### src/design/sru_pkg.sv
package sru_pkg;

   localparam int unsigned WordWidth = 16;
   localparam int unsigned ByteWidth = 8;
   localparam int unsigned CountWidth = 8;
   localparam int unsigned FunnelWidth = 2 * (WordWidth + 1);
   localparam int unsigned AmountWidth = 5;
   localparam int unsigned QuotWidth = 5;

   localparam logic [2:0] OP_ROL = 3'd0;
   localparam logic [2:0] OP_ROR = 3'd1;
   localparam logic [2:0] OP_RCL = 3'd2;
   localparam logic [2:0] OP_RCR = 3'd3;
   localparam logic [2:0] OP_SHL = 3'd4;
   localparam logic [2:0] OP_SHR = 3'd5;
   localparam logic [2:0] OP_SAR = 3'd6;

   // Reciprocals scaled by 256 for the through-carry ring lengths of 17 and 9 bits.
   localparam logic [4:0] RECIP_RING_WORD = 5'd15;
   localparam logic [4:0] RECIP_RING_BYTE = 5'd28;

   typedef struct packed {
      logic [2:0]  operation;
      logic [15:0] operand;
      logic        wide_word;
      logic [7:0]  shift_count;
      logic        carry_in;
   } req_type;

   typedef struct packed {
      logic [15:0] shifted;
      logic        last_out_bit;
      logic        last_bit_valid;
      logic        carry_out;
   } rsp_type;

   typedef struct packed {
      logic [2:0]           operation;
      logic [15:0]          value;
      logic                 wide;
      logic [7:0]           count;
      logic                 carry_in;
      logic                 active;
      logic [QuotWidth-1:0] quot_est;
   } decode_type;

   typedef struct packed {
      logic [2:0]             operation;
      logic [15:0]            value;
      logic                   wide;
      logic                   carry_in;
      logic                   active;
      logic [FunnelWidth-1:0] funnel;
      logic [AmountWidth-1:0] amount;
   } prepare_type;

   typedef struct packed {
      logic [2:0]  operation;
      logic [15:0] value;
      logic        wide;
      logic        carry_in;
      logic        active;
      logic [16:0] moved;
   } shift_type;

endpackage

### src/design/x86_shift_rotate_unit.sv
// Shift and rotate unit for byte and word operands: ROL, ROR, RCL, RCR, SHL, SHR and SAR.
// A request on the req_ channel carries the operation, the operand, the width select, an
// 8-bit count and the carry flag. Each request yields exactly one response on the rsp_
// channel with the shifted value, the last bit moved out, its valid flag and the new carry.
// Both channels use valid and ready; a transfer happens at a clock edge where both are high.
// The unit is a four-stage pipeline: decode and reciprocal estimate, remainder and funnel
// setup, a 34-bit funnel shifter, and result formatting into the output register.
// A request passes through the decode, prepare, shift and format registers to rsp_valid, and one request is taken
// every cycle while rsp_ready stays high.
// When the receiver holds rsp_ready low, each stage keeps its request and stops taking new
// ones once it is full, so up to four requests wait in the pipeline and none is lost or
// repeated; req_ready falls once the pipeline is full.
// A synchronous reset empties all stages; the unit has no other state.
module x86_shift_rotate_unit
   import sru_pkg::*;
(
   input  logic    clock,
   input  logic    reset,
   input  logic    req_valid,
   output logic    req_ready,
   input  req_type req_data,
   output logic    rsp_valid,
   input  logic    rsp_ready,
   output rsp_type rsp_data
);

   logic        dec_valid;
   logic        dec_ready;
   decode_type  dec_data;
   logic        prep_valid;
   logic        prep_ready;
   prepare_type prep_data;
   logic        sh_valid;
   logic        sh_ready;
   shift_type   sh_data;

   sru_decode u_decode (
      .clock     (clock),
      .reset     (reset),
      .in_valid  (req_valid),
      .in_ready  (req_ready),
      .in_data   (req_data),
      .out_valid (dec_valid),
      .out_ready (dec_ready),
      .out_data  (dec_data)
   );

   sru_prepare u_prepare (
      .clock     (clock),
      .reset     (reset),
      .in_valid  (dec_valid),
      .in_ready  (dec_ready),
      .in_data   (dec_data),
      .out_valid (prep_valid),
      .out_ready (prep_ready),
      .out_data  (prep_data)
   );

   sru_shift u_shift (
      .clock     (clock),
      .reset     (reset),
      .in_valid  (prep_valid),
      .in_ready  (prep_ready),
      .in_data   (prep_data),
      .out_valid (sh_valid),
      .out_ready (sh_ready),
      .out_data  (sh_data)
   );

   sru_format u_format (
      .clock     (clock),
      .reset     (reset),
      .in_valid  (sh_valid),
      .in_ready  (sh_ready),
      .in_data   (sh_data),
      .out_valid (rsp_valid),
      .out_ready (rsp_ready),
      .out_data  (rsp_data)
   );

   // A request accepted while rsp_ready stays high passes the decode, prepare, shift and format registers to rsp_valid.
   a_latency: assert property (@(posedge clock) disable iff (reset)
      (req_valid && req_ready && rsp_ready) ##1 rsp_ready ##1 rsp_ready ##1 rsp_ready
      |=> rsp_valid)
      else $error("request did not reach the output in four cycles");

   // With a zero count or an unused code there is no bit moved out.
   a_last_bit: assert property (@(posedge clock) disable iff (reset)
      (rsp_valid && !rsp_data.last_bit_valid) |-> !rsp_data.last_out_bit)
      else $error("last bit set without a nonzero count");

   // A byte-wide request that leaves the shifter yields no bits above the low byte.
   a_byte_mask: assert property (@(posedge clock) disable iff (reset)
      (sh_valid && sh_ready && !sh_data.wide) |=> (rsp_data.shifted[15:8] == 8'd0))
      else $error("byte result has bits above the low byte");

   // The pipeline is empty right after reset.
   a_reset_empty: assert property (@(posedge clock)
      $past(reset) |-> (!rsp_valid && !sh_valid && !prep_valid && !dec_valid))
      else $error("pipeline not empty after reset");

endmodule

### src/design/sru_decode.sv
module sru_decode
   import sru_pkg::*;
(
   input  logic       clock,
   input  logic       reset,
   input  logic       in_valid,
   output logic       in_ready,
   input  req_type    in_data,
   output logic       out_valid,
   input  logic       out_ready,
   output decode_type out_data
);

   logic       valid_ff;
   logic       valid_in;
   decode_type data_ff;
   decode_type data_in;
   logic [12:0] product;
   logic [4:0]  recip;

   assign in_ready = !valid_ff || out_ready;

   always_comb begin
      recip = in_data.wide_word ? RECIP_RING_WORD : RECIP_RING_BYTE;
      product = {5'b0, in_data.shift_count} * {8'b0, recip};
      data_in.operation = in_data.operation;
      data_in.value = in_data.wide_word ? in_data.operand : {8'b0, in_data.operand[7:0]};
      data_in.wide = in_data.wide_word;
      data_in.count = in_data.shift_count;
      data_in.carry_in = in_data.carry_in;
      data_in.active = (in_data.shift_count != 8'd0) && (in_data.operation <= OP_SAR);
      data_in.quot_est = product[12:8];
      valid_in = in_ready ? in_valid : valid_ff;
   end

   always_ff @(posedge clock) begin
      if (reset) begin
         valid_ff <= 1'b0;
      end else begin
         valid_ff <= valid_in;
      end
   end

   always_ff @(posedge clock) begin
      if (in_ready && in_valid) begin
         data_ff <= data_in;
      end
   end

   assign out_valid = valid_ff;
   assign out_data = data_ff;

endmodule

### src/design/sru_prepare.sv
module sru_prepare
   import sru_pkg::*;
(
   input  logic        clock,
   input  logic        reset,
   input  logic        in_valid,
   output logic        in_ready,
   input  decode_type  in_data,
   output logic        out_valid,
   input  logic        out_ready,
   output prepare_type out_data
);

   logic        valid_ff;
   logic        valid_in;
   prepare_type data_ff;
   prepare_type data_in;

   logic [4:0]  ring_len;
   logic [4:0]  word_len;
   logic [9:0]  quot_times_len;
   logic [9:0]  diff;
   logic [5:0]  rem_raw;
   logic [5:0]  rem;
   logic [4:0]  rot_k;
   logic [4:0]  clamp_k;
   logic        sign;
   logic [15:0] sext;
   logic [15:0] v;

   assign in_ready = !valid_ff || out_ready;

   always_comb begin
      v = in_data.value;
      ring_len = in_data.wide ? 5'(WordWidth + 1) : 5'(ByteWidth + 1);
      word_len = in_data.wide ? 5'(WordWidth) : 5'(ByteWidth);
      quot_times_len = {5'b0, in_data.quot_est} * {5'b0, ring_len};
      diff = {2'b0, in_data.count} - quot_times_len;
      rem_raw = diff[5:0];
      rem = (rem_raw >= {1'b0, ring_len}) ? (rem_raw - {1'b0, ring_len}) : rem_raw;
      rot_k = in_data.wide ? {1'b0, in_data.count[3:0]} : {2'b0, in_data.count[2:0]};
      clamp_k = (in_data.count > {3'b0, word_len}) ? ring_len : in_data.count[4:0];
      sign = in_data.wide ? v[15] : v[7];
      sext = in_data.wide ? v : {{8{v[7]}}, v[7:0]};

      data_in.operation = in_data.operation;
      data_in.value = v;
      data_in.wide = in_data.wide;
      data_in.carry_in = in_data.carry_in;
      data_in.active = in_data.active;
      data_in.funnel = '0;
      data_in.amount = '0;

      case (in_data.operation)
         OP_ROL, OP_ROR: begin
            data_in.funnel = in_data.wide ? {2'b0, v, v} : {18'b0, v[7:0], v[7:0]};
            data_in.amount = (in_data.operation == OP_ROR) ? rot_k : (word_len - rot_k);
         end
         OP_RCL, OP_RCR: begin
            data_in.funnel = in_data.wide
               ? {in_data.carry_in, v, in_data.carry_in, v}
               : {16'b0, in_data.carry_in, v[7:0], in_data.carry_in, v[7:0]};
            data_in.amount = (in_data.operation == OP_RCR) ? rem[4:0] : (ring_len - rem[4:0]);
         end
         OP_SHL: begin
            data_in.funnel = {1'b0, v, 17'b0};
            data_in.amount = 5'(WordWidth + 1) - clamp_k;
         end
         OP_SHR: begin
            data_in.funnel = {17'b0, v, 1'b0};
            data_in.amount = clamp_k;
         end
         OP_SAR: begin
            data_in.funnel = {{17{sign}}, sext, 1'b0};
            data_in.amount = clamp_k;
         end
         default: begin
            data_in.funnel = '0;
            data_in.amount = '0;
         end
      endcase

      valid_in = in_ready ? in_valid : valid_ff;
   end

   always_ff @(posedge clock) begin
      if (reset) begin
         valid_ff <= 1'b0;
      end else begin
         valid_ff <= valid_in;
      end
   end

   always_ff @(posedge clock) begin
      if (in_ready && in_valid) begin
         data_ff <= data_in;
      end
   end

   assign out_valid = valid_ff;
   assign out_data = data_ff;

endmodule

### src/design/sru_shift.sv
module sru_shift
   import sru_pkg::*;
(
   input  logic        clock,
   input  logic        reset,
   input  logic        in_valid,
   output logic        in_ready,
   input  prepare_type in_data,
   output logic        out_valid,
   input  logic        out_ready,
   output shift_type   out_data
);

   logic                   valid_ff;
   logic                   valid_in;
   shift_type              data_ff;
   shift_type              data_in;
   logic [FunnelWidth-1:0] funnel_out;

   assign in_ready = !valid_ff || out_ready;

   always_comb begin
      funnel_out = in_data.funnel >> in_data.amount;
      data_in.operation = in_data.operation;
      data_in.value = in_data.value;
      data_in.wide = in_data.wide;
      data_in.carry_in = in_data.carry_in;
      data_in.active = in_data.active;
      data_in.moved = funnel_out[16:0];
      valid_in = in_ready ? in_valid : valid_ff;
   end

   always_ff @(posedge clock) begin
      if (reset) begin
         valid_ff <= 1'b0;
      end else begin
         valid_ff <= valid_in;
      end
   end

   always_ff @(posedge clock) begin
      if (in_ready && in_valid) begin
         data_ff <= data_in;
      end
   end

   assign out_valid = valid_ff;
   assign out_data = data_ff;

endmodule

### src/design/sru_format.sv
module sru_format
   import sru_pkg::*;
(
   input  logic      clock,
   input  logic      reset,
   input  logic      in_valid,
   output logic      in_ready,
   input  shift_type in_data,
   output logic      out_valid,
   input  logic      out_ready,
   output rsp_type   out_data
);

   logic        valid_ff;
   logic        valid_in;
   rsp_type     data_ff;
   rsp_type     data_in;
   logic [15:0] mask;
   logic [16:0] y;
   logic        width_bit;
   logic        top_bit;

   assign in_ready = !valid_ff || out_ready;

   always_comb begin
      y = in_data.moved;
      mask = in_data.wide ? 16'hFFFF : 16'h00FF;
      width_bit = in_data.wide ? y[16] : y[8];
      top_bit = in_data.wide ? y[15] : y[7];

      data_in.shifted = y[15:0] & mask;
      data_in.last_out_bit = 1'b0;
      data_in.last_bit_valid = 1'b1;
      data_in.carry_out = in_data.carry_in;

      case (in_data.operation)
         OP_ROL: data_in.last_out_bit = y[0];
         OP_ROR: data_in.last_out_bit = top_bit;
         OP_RCL: begin
            data_in.last_out_bit = y[0];
            data_in.carry_out = width_bit;
         end
         OP_RCR: begin
            data_in.last_out_bit = width_bit;
            data_in.carry_out = width_bit;
         end
         OP_SHL: data_in.last_out_bit = width_bit;
         OP_SHR, OP_SAR: begin
            data_in.shifted = y[16:1] & mask;
            data_in.last_out_bit = y[0];
         end
         default: data_in.last_out_bit = 1'b0;
      endcase

      if (!in_data.active) begin
         data_in.shifted = in_data.value;
         data_in.last_out_bit = 1'b0;
         data_in.last_bit_valid = 1'b0;
         data_in.carry_out = in_data.carry_in;
      end

      valid_in = in_ready ? in_valid : valid_ff;
   end

   always_ff @(posedge clock) begin
      if (reset) begin
         valid_ff <= 1'b0;
      end else begin
         valid_ff <= valid_in;
      end
   end

   always_ff @(posedge clock) begin
      if (in_ready && in_valid) begin
         data_ff <= data_in;
      end
   end

   assign out_valid = valid_ff;
   assign out_data = data_ff;

endmodule

### config.mk
export PLATFORM = sky130hd
export DESIGN_NAME = x86_shift_rotate_unit
export DESIGN_NICKNAME = d
export VERILOG_FILES = /design/src/design/sru_pkg.sv /design/src/design/x86_shift_rotate_unit.sv /design/src/design/sru_decode.sv /design/src/design/sru_prepare.sv /design/src/design/sru_shift.sv /design/src/design/sru_format.sv
export SDC_FILE = /design/constraint.sdc
export NUM_CORES = 1
export LEC_CHECK = 0
export ABC_AREA = 1
export BUFFER_PORTS_ARGS = -buffer_cell sky130_fd_sc_hd__buf_2
export CORE_MARGIN = 2
export CORE_UTILIZATION = 60
export CTS_BUF_LIST = sky130_fd_sc_hd__clkbuf_8 sky130_fd_sc_hd__clkbuf_16
export CTS_CLUSTER_DIAMETER = 150
export DETAILED_ROUTE_END_ITERATION = 8
export PLACE_DENSITY = 0.79
export SLEW_MARGIN = 25
export SYNTH_ARGS = -nofsm -noshare
export SYNTH_HDL_FRONTEND = slang
export SYNTH_SLANG_ARGS = --single-unit
### constraint.sdc
create_clock -name clock -period 4.9 [get_ports clock]
set_input_delay 0.98 -clock clock [delete_from_list [all_inputs] [get_ports clock]]
set_output_delay 0.98 -clock clock [all_outputs]
set_load 0.01 [all_outputs]
# Word level (Yosys, flattened, before mapping)
# Index checks and enable logic that the tools add are counted.
# word_totals
ff_bits	158
input_bits	33
wordCells	96
# op_classes
n_shift	1
magnitude_cmp	3
n_eq_ne	12
n_addsub	5
reduce_logical	22
muxes	20
n_mul	2
bitwise	2
# ops
op	n
$pmux W39 S5	1
$mux W16	3
$mux W5	7
$mux W34	1
$shr A34 B5 Y17	1
$and A16 B16 Y16	2
$mux W32	1
$mux W19	1
$eq A3 B3 Y1 const B	6
$sub A5 B5 Y5	3
$mul A8 B5 Y13	1
$eq A3 B2 Y1 const B	4
$reduce_or A2 Y1	5
$gt A8 B5 Y1	1
$reduce_bool A8 Y1	1
$eq A3 B1 Y1 const B	2
$ge A6 B5 Y1	1
$logic_not A3 Y1	2
$mul A5 B5 Y6	1
$sub A6 B6 Y6	1
$logic_and A1 B1 Y1	5
$sub A5 B5 Y5 const A	1
$logic_not A1 Y1	4
$logic_or A1 B1 Y1	4
5 further kinds	8

# Depth between registers and ports, before layout
# depth
ltp_word	8
mapped_depth	26

# Modules after synthesis
# A second synthesis with hierarchy kept.
# hier_totals
hier_cells	1175
hier_area_um2	10207.3
# by_module_without_submodules
module	cells_each	area_each_um2	instances
sru_prepare	422	3925.0	1
sru_shift	395	2881.5	1
sru_decode	228	2302.2	1
sru_format	130	1098.6	1

# Least setup slack after synthesis
# No wires, ideal clock.
# synth_timing
path_type	input to register
from	in req_data[9] (netlist name)
to	reg u_decode.data_ff (netlist bit u_decode.out_data[3]) (data pin)
t_required_ps	4642
arrival_ps	3963
stages	16
slack_ps	680
path_cell_list	clkbuf_1 nor2_1 fa_1 inv_1 fa_1 fa_1 inv_1 ha_1 a21oi_1 o21ai_0 a21oi_1 o21ai_2 nand3_1 nand2_1 a21oi_1 xnor2_1
# synth_rtl
element	line	text
from (decl)	x86_shift_rotate_unit.sv:21	input req_type req_data,
to (signal assigned)	sru_decode.sv:46	data_ff <= data_in;
to (decl)	sru_decode.sv:16	decode_type data_ff;

==> flow_summary.toml <==
[global_routing]
first_pass_grt_wire_length_um = 33700
first_global_vias = 6804
grt_remaining_overflow = 0
initial_antenna_violation_count = 0
grt_max_degree = 40
grtUsageMet2_pct = 42.22
gr-usage-all-layers_pct = 26.00
grt.busiest_layer = "met2"
met1_usage_in_global_routing_pct = 34.15
use_met3_pct = 5.741

[pwr]
vdd_ir_drop_max_v = 0.0003620
total_leakage_power_uw = 0.004536
p_per_area_mw_per_mm2 = 509.1

[die]
die_ht_um = 130.6
row_count = 46
coreArea_mm2 = 0.01577
pin_count = 54
floorplan.initialDensity_pct = 60.95
design.die.area_mm2 = 0.01705
die_x_um = 130.6

[finish]
post_route_cells_drive_above_1_share_pct = 11.71
finalCoreUtilization_pct = 67.24
finish.instance_area_mm2 = 0.01060
post_layout_cell_count = 1318
fill_cells = 1255
design.final.nets = 1184
synthToLayoutAreaGrowth_pct = 10.32
num_antenna_cells = 0

[yosys]
ys.warnings.count = 0
number_of_distinct_library_cells_after_synthesis = 46
synth_seq_cells = 158
synth_nets = 1146
netlist_area_mm2 = 0.009612
ys_seq_area_share_pct = 48.95
post_synth.cell_area_avg_um2 = 9.145
post_syn_instances = 1051

[setup_path]
critical_path_peak_fanout = 7
worst-endpoint-arrival_ns = 4.39
crit_path_start_kind = "flip-flop"
crit_path_end_kind = "flip-flop"
timing_worst_setup_path_type = "reg -> reg"
critPathRequiredTime_ns = 5.06

[timing]
max-slew-margin-rel_pct = 33.91
achievable-frequency_mhz = 236.9
finClkSkew_ns = 0.01151
layout_min_cycle_time_ns = 4.221
unrepaired_setup_endpoints_after_global_routing = "no"
final_max_slew_viol_count = 0
fin_crit_sh_pct = 86.15
total_setup_violations_reported_at_the_end_of_the_flow = 0
worst_slew_pin_slew_ns = 0.9890
final.hold.worst_slack_ns = 0.4125
tns_ns = 0
final_hold_viol_count = 0

[clock_network]
htreeDepth = 4
clock_tree.buffer_depth = 2
cts_tree = "yes"
cts_inserted_buffers = 17
cts_repair_resize_count = 0
root_buffer = "clkbuf_16"
cts_hold_repair.buffers = 0
post-cts-setup-buffer-count = 0
clk_pin_slew_ns = 0.06
cts.sinks = 158
clkLatencyLatePin_ns = 0.43

[detailed_routing]
drtPass1Iterations = 7
route.detailed.wl_per_inst_um = 15.78
detailroute.via_count = 7459
route.final.wire_length_um = 20790
route.antenna.remaining_nets = 0
post_drt_via_cell_ratio = 5.659
remaining_drc_errors = 0
detailedRoute.firstIterationViolations = 811

[run_status]
status = "finished, final reports clean"

[placement]
place.port_buffers = 53
post-dp-hpwl_um = 15820
place.detailed.instances = 1286
dpl-instance-area_mm2 = 0.01001
finalWeightedCongestion = 0.9570

[hold_path]
worstHoldPathType = "reg -> reg"

[run]
number_of_max_cap_violations = 0
Yosys cell counts, drive strengths merged:
| library cell | instances | area (um2) |
|---|---|---|
| a211oi | 1 | 7.510 |
| a21o | 2 | 15.01 |
| a21oi | 21 | 105.1 |
| a221oi | 4 | 35.03 |
| a22oi | 3 | 22.52 |
| a31oi | 7 | 43.79 |
| buf | 21 | 107.6 |
| clkbuf | 20 | 85.08 |
| clkinv | 3 | 11.26 |
| dfxtp | 4 | 80.08 |
| edfxtp | 154 | 4624 |
| fa | 19 | 380.4 |
| ha | 43 | 538.0 |
| inv | 131 | 491.7 |
| mux2 | 1 | 11.26 |
| mux2i | 3 | 30.03 |
| nand2 | 262 | 1008 |
| nand3 | 67 | 362.9 |
| nand4 | 2 | 18.77 |
| nor2 | 82 | 322.8 |
| nor3 | 7 | 50.05 |
| nor4 | 1 | 6.260 |
| o2111ai | 7 | 61.31 |
| o211ai | 16 | 120.1 |
| o21ai | 101 | 520.5 |
| o221ai | 17 | 148.9 |
| o22ai | 15 | 93.84 |
| o311ai | 7 | 61.31 |
| o31ai | 10 | 75.07 |
| or2 | 4 | 25.02 |
| xnor2 | 5 | 43.79 |
| xor2 | 11 | 103.9 |
layout by cell type, fill, tap and decap left out, types with 5 or more instances in the layout:
cell type and count:
a21oi_1 21, a31oi_1 7, buf_2 53, buf_4 7, clkbuf_16 17, edfxtp_1 154
fa_1 19, ha_1 43, inv_1 122, inv_2 9, nand2_1 254, nand2_2 7
nand3_1 63, nor2_1 79, o2111ai_1 7, o211ai_1 16, o21ai_0 96, o221ai_1 17
o22ai_1 15, o311ai_0 7, o31ai_1 10, xnor2_1 5, xor2_1 10
cells by family (layout without fill, tap and decap cells):
family,after synthesis,after routing,share of synthesized area [%]
adder cells (fa/ha/maj),62,62,9.555
AND/OR/NAND/NOR,425,425,18.67
AO/OA/AOI/OAI,211,211,13.63
flip-flops,158,158,48.95
multiplexers,4,4,0.4296
XOR/XNOR,16,16,1.536
buffers and inverters,175,226,7.238
per-layer routing:
metal | part of all wire, % | wire, um
met3 | 8.2 | 1695
met2 | 48 | 9896
met4 | 3.2 | 663
met1 | 41 | 8539
met5 | 0 | 0
area by class of cell:
| type | count | area, um2 | share of cell area (%) |
|---|---|---|---|
| inverter | 134 | 503.0 | 4.743 |
| timing repair buffer | 60 | 317.8 | 2.997 |
| clock inverter | 15 | 163.9 | 1.546 |
| clock buffer | 17 | 425.4 | 4.012 |
| multi-input combinational | 718 | 4219 | 39.79 |
| sequential | 158 | 4705 | 44.37 |
| tap | 216 | 270.3 | 2.549 |
path summary, 6_finish.rpt:
path / start / to / slack, ns / cells past startpoint
hold / removal: u_prepare.out_data[43]$_DFFE_PP_ / u_shift.out_data[21]$_DFFE_PP_ / 0.41 / 0
setup reg to reg: u_decode.out_data[8]$_DFFE_PP_ / u_prepare.out_data[3]$_DFFE_PP_ / 0.68 / 21
setup / recovery: u_decode.out_data[8]$_DFFE_PP_ / u_prepare.out_data[3]$_DFFE_PP_ / 0.68 / 21
hold reg to reg: u_prepare.out_data[43]$_DFFE_PP_ / u_shift.out_data[21]$_DFFE_PP_ / 0.41 / 0
registers in the layout, indices dropped and copies added (netlist names):
| register | count |
|---|---|
| u_decode.out_valid | 1 |
| u_format.out_valid | 1 |
| u_shift.out_data | 39 |
| u_prepare.out_data | 61 |
| u_shift.out_valid | 1 |
| u_format.out_data | 19 |
| u_prepare.out_valid | 1 |
| u_decode.out_data | 35 |
through the flow:
stage / worst slack [ns] / total power [uW]
global placement: 0.4989 / 3962
floorplan: 0.6799 / 3591
CTS: 0.6773 / 5385
global route: 0.4089 / 5774
finish: 0.6787 / 5398
detailed placement: 0.3649 / 4064
report_power, final:
group | leakage [uW] | switching [uW] | total (uW) | internal, uW
Combinational | 0.00275 | 1520 | 2390 | 869
Clock | 0.000289 | 549 | 1310 | 759
Sequential | 0.00150 | 75.2 | 1700 | 1630
Total | 0.00454 | 2140 | 5400 | 3250
critical path: stages (launching register included):
cell	delay, ns
edfxtp_1	0.40
inv_1	0.15
ha_1	0.25
ha_1	0.33
fa_1	0.44
inv_1	0.09
nand2_2	0.07
nand2_1	0.06
a21o_1	0.15
xor2_1	0.21
ha_1	0.30
inv_1	0.10
nor3_2	0.06
nor2_4	0.18
nand3_4	0.14
nand2_1	0.11
o21ai_2	0.06
ha_1	0.32
xor2_1	0.18
o21ai_0	0.17
a21o_1	0.12
nand4_2	0.06
(Power assumes the default switching activity.)
